[config.mk]
export PLATFORM = sky130hd
export DESIGN_NAME = rfid_command_framer_crc16
export DESIGN_NICKNAME = d
export VERILOG_FILES = /design/src/hw/rtl/rcf_pkg.sv /design/src/hw/rtl/rfid_command_framer_crc16.sv /design/src/hw/rtl/rcf_crc_unit.sv /design/src/hw/rtl/rcf_sequencer.sv
export VERILOG_INCLUDE_DIRS = /design/src /design/src/hw/rtl
export SDC_FILE = /design/constraint.sdc
export NUM_CORES = 1
export LEC_CHECK = 0
export BUFFER_PORTS_ARGS = -buffer_cell sky130_fd_sc_hd__buf_2
export CAP_MARGIN = 20
export CORE_MARGIN = 2
export CORE_UTILIZATION = 45
export DETAILED_ROUTE_END_ITERATION = 10
export MAX_ROUTING_LAYER = met4
export PLACE_DENSITY = 0.67
export SKIP_CTS_REPAIR_TIMING = 1
export SYNTH_ARGS = -nofsm -noshare
export SYNTH_HDL_FRONTEND = slang
export SYNTH_SLANG_ARGS = --single-unit
[constraint.sdc]
create_clock -name i_clk -period 3.9 [get_ports i_clk]
set_input_delay 0.585 -clock i_clk [delete_from_list [all_inputs] [get_ports i_clk]]
set_output_delay 0.585 -clock i_clk [all_outputs]
set_load 0.05 [all_outputs]
[src/hw/rtl/assert_macros.svh]
// Assertion macros shared by the framer RTL.
// Depends on nothing; define ASSERT_OFF to compile the checks away.
`ifndef ASSERT_MACROS_SVH
`define ASSERT_MACROS_SVH
`ifndef ASSERT_OFF
// Same-cycle implication, disabled while reset is asserted.
`define ASSERT_IMPLIES(label, clk, rst_n, ante, cons) \
    label: assert property (@(posedge clk) disable iff (!rst_n) (ante) |-> (cons)) \
        else $error("same-cycle implication check failed");
// Next-cycle implication, disabled while reset is asserted.
`define ASSERT_NEXT(label, clk, rst_n, ante, cons) \
    label: assert property (@(posedge clk) disable iff (!rst_n) (ante) |=> (cons)) \
        else $error("next-cycle implication check failed");
`else
`define ASSERT_IMPLIES(label, clk, rst_n, ante, cons)
`define ASSERT_NEXT(label, clk, rst_n, ante, cons)
`endif
`endif

[src/hw/rtl/rcf_pkg.sv]
// Package for the card command framer: request and result types, frame constants
// and the control bundle between the sequencer and the CRC unit. No dependencies.
`default_nettype none

package rcf_pkg;

    // Frame header constants.
    localparam logic [7:0]  READ_LEN         = 8'h06;
    localparam logic [7:0]  READ_CMD         = 8'h12;
    localparam logic [7:0]  WRITE_LEN        = 8'h0A;
    localparam logic [7:0]  WRITE_CMD        = 8'h10;
    localparam logic [7:0]  CARD_ADDR_RESET  = 8'hFF;

    // CRC-16/XMODEM.
    localparam logic [15:0] CRC_POLY         = 16'h1021;
    localparam logic [15:0] CRC_INIT         = 16'h0000;

    // Command kinds.
    localparam logic        KIND_READ        = 1'b0;
    localparam logic        KIND_WRITE       = 1'b1;

    typedef struct packed {
        logic       kind;
        logic [7:0] sector;
        logic [7:0] data_one;
        logic [7:0] data_two;
        logic [7:0] data_three;
        logic [7:0] data_four;
    } t_cmd;

    typedef struct packed {
        logic [7:0] frame_byte;
        logic       last_byte;
    } t_result;

    // Control from the sequencer to the CRC unit.
    typedef struct packed {
        logic       clear;
        logic       update;
        logic [7:0] data_byte;
    } t_crc_ctl;

endpackage

`default_nettype wire

[src/hw/rtl/rfid_command_framer_crc16.sv]
// Top level of the card command framer: card address register, sequencer and CRC unit.
// Depends on rcf_pkg, rcf_sequencer and rcf_crc_unit.
//
//  channel   handshake              payload      direction
//  request   start / busy           i_cmd        in
//  result    o_strobe (no stall)    o_result     out
//  config    i_cfg_we               i_cfg_data   in
//
// A read request gives 6 result bytes, a write request 10, one per cycle starting
// the cycle after the request is taken; the byte sequencer sets this figure.
// Busy is low on the final byte, so a new request can be taken at the edge that
// ends it. Reset is synchronous, active low; the card address resets to 0xFF.
// The receiver cannot stall: every result is valid for exactly one cycle.
`default_nettype none

module rfid_command_framer_crc16 (
    input  wire logic              i_clk,
    input  wire logic              i_rst_n,
    input  wire logic              start,
    output logic                   busy,
    input  wire rcf_pkg::t_cmd     i_cmd,
    output logic                   o_strobe,
    output rcf_pkg::t_result       o_result,
    input  wire logic              i_cfg_we,
    input  wire logic [7:0]        i_cfg_data
);
    import rcf_pkg::*;

    logic [7:0] r_card_address;
    logic [15:0] crc;
    t_crc_ctl   crc_ctl;

    // Card address register.
    always_ff @(posedge i_clk) begin
        if (!i_rst_n) begin
            r_card_address <= CARD_ADDR_RESET;
        end else if (i_cfg_we) begin
            r_card_address <= i_cfg_data;
        end
    end

    rcf_sequencer u_seq (
        .i_clk          (i_clk),
        .i_rst_n        (i_rst_n),
        .i_start        (start),
        .i_cmd          (i_cmd),
        .i_card_address (r_card_address),
        .i_crc          (crc),
        .o_busy         (busy),
        .o_strobe       (o_strobe),
        .o_result       (o_result),
        .o_crc_ctl      (crc_ctl)
    );

    rcf_crc_unit u_crc (
        .i_clk   (i_clk),
        .i_rst_n (i_rst_n),
        .i_ctl   (crc_ctl),
        .o_crc   (crc)
    );

endmodule

`default_nettype wire

[src/hw/rtl/rcf_crc_unit.sv]
// Shared CRC-16/XMODEM unit: folds one body byte per cycle, while update is set, into the running CRC.
// Depends on rcf_pkg.
`default_nettype none

module rcf_crc_unit (
    input  wire logic              i_clk,
    input  wire logic              i_rst_n,
    input  wire rcf_pkg::t_crc_ctl i_ctl,
    output logic [15:0]            o_crc
);
    import rcf_pkg::*;

    logic [15:0] r_crc;
    logic [15:0] n_crc;

    // One byte of the MSB-first CRC: eight shift-and-xor steps.
    function automatic logic [15:0] crc_byte(input logic [15:0] crc, input logic [7:0] b);
        logic [15:0] c;
        c = crc ^ {b, 8'h00};
        for (int i = 0; i < 8; i++) begin
            if (c[15]) begin
                c = {c[14:0], 1'b0} ^ CRC_POLY;
            end else begin
                c = {c[14:0], 1'b0};
            end
        end
        return c;
    endfunction

    // Clear on a new request, otherwise accumulate body bytes.
    always_comb begin
        n_crc = r_crc;
        if (i_ctl.clear) begin
            n_crc = CRC_INIT;
        end else if (i_ctl.update) begin
            n_crc = crc_byte(r_crc, i_ctl.data_byte);
        end
    end

    always_ff @(posedge i_clk) begin
        if (!i_rst_n) begin
            r_crc <= CRC_INIT;
        end else begin
            r_crc <= n_crc;
        end
    end

    assign o_crc = r_crc;

endmodule

`default_nettype wire

[src/hw/rtl/rcf_sequencer.sv]
// Frame sequencer: holds the accepted request, steps through the frame one byte per
// cycle and drives the CRC unit. Depends on rcf_pkg and assert_macros.svh.
`default_nettype none
`include "assert_macros.svh"

module rcf_sequencer (
    input  wire logic              i_clk,
    input  wire logic              i_rst_n,
    input  wire logic              i_start,
    input  wire rcf_pkg::t_cmd     i_cmd,
    input  wire logic [7:0]        i_card_address,
    input  wire logic [15:0]       i_crc,
    output logic                   o_busy,
    output logic                   o_strobe,
    output rcf_pkg::t_result       o_result,
    output rcf_pkg::t_crc_ctl      o_crc_ctl
);
    import rcf_pkg::*;

    localparam logic [1:0] ST_IDLE   = 2'd0;
    localparam logic [1:0] ST_BODY   = 2'd1;
    localparam logic [1:0] ST_CRC_HI = 2'd2;
    localparam logic [1:0] ST_CRC_LO = 2'd3;

    localparam logic [2:0] READ_LAST_IDX  = 3'd3;
    localparam logic [2:0] WRITE_LAST_IDX = 3'd7;

    logic [1:0] r_state;
    logic [1:0] n_state;
    logic [2:0] r_idx;
    logic [2:0] n_idx;
    t_cmd       r_cmd;
    t_cmd       n_cmd;
    logic       accept;
    logic [2:0] last_idx;
    logic [7:0] body_byte;
    logic       at_first_byte;

    assign accept   = i_start && !o_busy;
    assign last_idx = (r_cmd.kind == KIND_WRITE) ? WRITE_LAST_IDX : READ_LAST_IDX;

    // Busy drops on the final byte so the next request can follow at once.
    assign o_busy   = (r_state == ST_BODY) || (r_state == ST_CRC_HI);

    // Select the body byte for the current position.
    always_comb begin
        unique case (r_idx)
            3'd0: body_byte = i_card_address;
            3'd1: body_byte = (r_cmd.kind == KIND_WRITE) ? WRITE_LEN : READ_LEN;
            3'd2: body_byte = (r_cmd.kind == KIND_WRITE) ? WRITE_CMD : READ_CMD;
            3'd3: body_byte = (r_cmd.kind == KIND_WRITE) ? r_cmd.data_one : r_cmd.sector;
            3'd4: body_byte = r_cmd.data_two;
            3'd5: body_byte = r_cmd.data_three;
            3'd6: body_byte = r_cmd.data_four;
            default: body_byte = r_cmd.sector;
        endcase
    end

    // Next state: walk the body, then both CRC bytes.
    always_comb begin
        n_state = r_state;
        n_idx   = r_idx;
        n_cmd   = r_cmd;
        unique case (r_state)
            ST_IDLE: begin
                n_state = ST_IDLE;
            end
            ST_BODY: begin
                if (r_idx == last_idx) begin
                    n_state = ST_CRC_HI;
                end else begin
                    n_idx = r_idx + 3'd1;
                end
            end
            ST_CRC_HI: begin
                n_state = ST_CRC_LO;
            end
            default: begin
                n_state = ST_IDLE;
            end
        endcase
        if (accept) begin
            n_state = ST_BODY;
            n_idx   = 3'd0;
            n_cmd   = i_cmd;
        end
    end

    always_ff @(posedge i_clk) begin
        if (!i_rst_n) begin
            r_state <= ST_IDLE;
            r_idx   <= 3'd0;
        end else begin
            r_state <= n_state;
            r_idx   <= n_idx;
        end
    end

    // The request itself needs no reset.
    always_ff @(posedge i_clk) begin
        r_cmd <= n_cmd;
    end

    // CRC unit control: restart on a new request, fold in body bytes only.
    assign o_crc_ctl.clear     = accept;
    assign o_crc_ctl.update    = (r_state == ST_BODY);
    assign o_crc_ctl.data_byte = body_byte;

    // Result output.
    assign o_strobe = (r_state != ST_IDLE);
    always_comb begin
        unique case (r_state)
            ST_CRC_HI: o_result.frame_byte = i_crc[15:8];
            ST_CRC_LO: o_result.frame_byte = i_crc[7:0];
            default:   o_result.frame_byte = body_byte;
        endcase
        o_result.last_byte = (r_state == ST_CRC_LO);
    end

    // Checks.
    assign at_first_byte = (r_state == ST_BODY) && (r_idx == 3'd0);

    `ASSERT_NEXT(a_accept_starts, i_clk, i_rst_n, accept, o_strobe && at_first_byte)
    `ASSERT_NEXT(a_hi_then_lo, i_clk, i_rst_n, r_state == ST_CRC_HI, o_strobe && o_result.last_byte)
    `ASSERT_NEXT(a_quiet_after_last, i_clk, i_rst_n, o_result.last_byte && !accept, !o_strobe)
    `ASSERT_IMPLIES(a_no_update_outside_body, i_clk, i_rst_n, r_state != ST_BODY, !o_crc_ctl.update)
    `ASSERT_IMPLIES(a_body_index_bound, i_clk, i_rst_n, r_state == ST_BODY, r_idx <= last_idx)

endmodule

`default_nettype wire
==> flow_metrics.env <==
export IMPL_final_common_cell="buf_2"
export IMPL_synth_top_cell_area_share_pct=35.2
export IMPL_num_vias=2626
export IMPL_cts_root_buf="clkbuf_8"
export IMPL_hp_class="in2reg"
export IMPL_ys_types=56
export IMPL_cts_buffers=9
export IMPL_crit_chain="clkinv_1 -> ha_1 -> or4_1 -> o211ai_2 -> nor2_1 -> o21ai_0 -> buf_2"
export IMPL_grt_pass1_vias=2580
export IMPL_endpoint_kind="output pin"
export IMPL_irDropWorstVdd_mv=0.247
export IMPL_drv_cap=0
export IMPL_cp_top_family="simple AND/OR/NAND/NOR gates"
export IMPL_synth_edf_count=41
export IMPL_cts_tree="done"
export IMPL_layout_nets=438
export IMPL_worstSetupStartpointType="flip-flop"
export IMPL_track_usage_pct=20.1
export IMPL_worst_path_buf_inv=2
export IMPL_dp_hpwl_mm=5.60
export IMPL_synth_avg_cell_area_um2=11.1
export IMPL_yosysSeqAreaShare_pct=51.8
export IMPL_htree_num_levels=3
export IMPL_period_share_pct=93.0
export IMPL_synthCells=315
export IMPL_grt_max_degree=42
export IMPL_ys_seq_elements=70
export IMPL_start_util_pct=46.0
export IMPL_synthArstFlopShare_pct=0
export IMPL_viasPerCell=5.44
export IMPL_synth_warnings=0
export IMPL_rows=32
export IMPL_drt_first_pass_iters=4
export IMPL_clk_latency_ps=350
export IMPL_synth_top_cell_by_area="edfxtp_1"
export IMPL_postRouteAntennaNets=0
export IMPL_crit_arrival_ps=3040
export IMPL_clockBufferDepth=2
export IMPL_final_seq_area_um2=1810
export IMPL_antenna_cells=0
export IMPL_multi_input_area_um2=1570
export IMPL_worst_endpoint_required_ps=3310
export IMPL_die_area_um2=8490
export IMPL_io_pin_count=64
export IMPL_postSynthNetCount=377
export IMPL_totalPowerFinal_mw=2.07
export IMPL_fp_dieW_um=92.1
export IMPL_fin_worst_hold_slack_ps=401
export IMPL_final_cell_mix="63 x buf_2, 41 x edfxtp_1, 29 x dfxtp_1"
export IMPL_rsz0062_at_grt="false"
export IMPL_setup_tns_ps=0
export IMPL_gp_congestion=0.851
export IMPL_clock_skew_ps=14.6
export IMPL_power_leakage_nw=1.64
export IMPL_power_density_nw_per_um2=503
export IMPL_cpPeakStageDelay_ps=690
export IMPL_critPathKind="reg2out"
export IMPL_worstMarginPinSlew_ps=716
export IMPL_clkSinkCount=70
export IMPL_grt_ovfl_total=0
export IMPL_synth_area_um2=3500
export IMPL_io_buffer_count=63
export IMPL_core_um2=7610
export IMPL_yosys_top_cells_area="edfxtp_1 35%, dfxtp_1 17%, mux2i_1 4.3%"
export IMPL_die_y_um=92.1
export IMPL_drt_drc_violations_left=0
export IMPL_final_max_slew_viol_count=0
export IMPL_fillers=701
export IMPL_post_route_min_period_ps=3630
export IMPL_setup_viol=0
export IMPL_slew_headroom_pct=52.2
export IMPL_grt_pass1_wl_mm=12.8
export IMPL_synth_ff_type="edfxtp_1"
export IMPL_status="finished, final reports clean"
export IMPL_finalHoldViolCount=0
export IMPL_wl_per_cell_um=15.9
export IMPL_drt_initial_drc_count=143
export IMPL_wirelength_mm=7.69
export IMPL_cts_clk_slew_worst_paths_ps=90
export IMPL_cpMaxStageDelayCell="dfxtp_1"
export IMPL_syn_to_final_growth_pct=17.8
export IMPL_fmax_mhz=276
export IMPL_drive_gt1_share_pct=24.1
export IMPL_antenna_found_initial=0
export IMPL_path_max_fanout=18
==> worst register-to-register path: cells and delay by family (launching register included) <==
kind                       cells  cell delay [ps]
AOI/OAI and AO/OA              4             1200
and+or+nand+nor                2              830
DFF                            1              690
adders and majority gates      1              280
buffers and inverters          1              180
==> cells in the mapped netlist, drive strengths merged, types with 4 or more instances <==
master	n
and3	5
mux2	4
a22oi	12
nand3b	4
edfxtp	41
nand2b	7
buf	6
clkbuf	10
a21oi	13
a211oi	6
o211ai	5
dfxtp	29
and2	6
nor2	23
inv	11
a211o	4
o21a	4
nor3	4
o21ai	12
ha	9
nand2	22
xnor2	7
mux2i	16
nand3	15
==> layout make-up <==
type                    count  area share (%)
inverters                  12            1.09
repair buffers             66            8.20
flip-flops and latches     70            44.0
well taps                 102            3.10
multi-input cells         217            38.1
clock inverters             7            2.55
clock buffers               9            3.01
==> metrics by stage <==
stage                     cells  setup WS, ps  utilization [%]  area (um2)
final                       483           273             54.1        4120
after CTS                   483           290             54.1        4120
after floorplan             315           413                -        3500
after global placement      467           736             51.1        3890
after global routing        483          16.2             54.1        4120
after detailed placement    467           672             51.1        3890
==> logic make-up after synthesis <==
logic type / share of synthesized area, %
AOI/OAI and AO/OA: 17.4
xor gates and xnor gates: 4.62
adders and majority gates: 3.22
buffers and inverters: 3.33
DFF: 51.8
muxes: 5.98
and+or+nand+nor: 13.6
==> registers in the layout (all words and copies together) (netlist names) <==
name	count
u_seq.r_cmd	41
u_crc.o_crc	16
r_card_address	8
u_seq.r_idx	3
u_seq.r_state	2
==> report_power, final <==
group          switching [mW]  internal (mW)  total [mW]  leakage, nW
clock                   0.308          0.370       0.678        0.112
combinational           0.306          0.190       0.496        0.898
sequential             0.0441          0.854       0.898        0.630
==> metal layers <==
layer	track usage (%)	vias up	part of all wire [%]
li1	-	1314	-
met1	27.0	1224	48
met2	30.3	72	45
met3	4.68	16	4.7
met4	6.97	0	2.1
met5	-	-	0
==> worst paths after layout <==
check	start	end	slack [ps]	cells past startpoint
setup reg to reg	u_seq.r_idx[2]$_SDFFE_PP0P_	u_crc.o_crc[8]$_SDFFE_PP0N_	670	8
hold / removal	i_cmd[34]	u_seq.r_cmd[34]$_DFFE_PP_	400	1
hold reg to reg	r_card_address[1]$_SDFFE_PN1P_	r_card_address[1]$_SDFFE_PN1P_	490	2
setup / recovery	u_seq.r_idx[2]$_SDFFE_PP0P_	o_result[8]	270	7
Power figures use the tool's default switching activity.
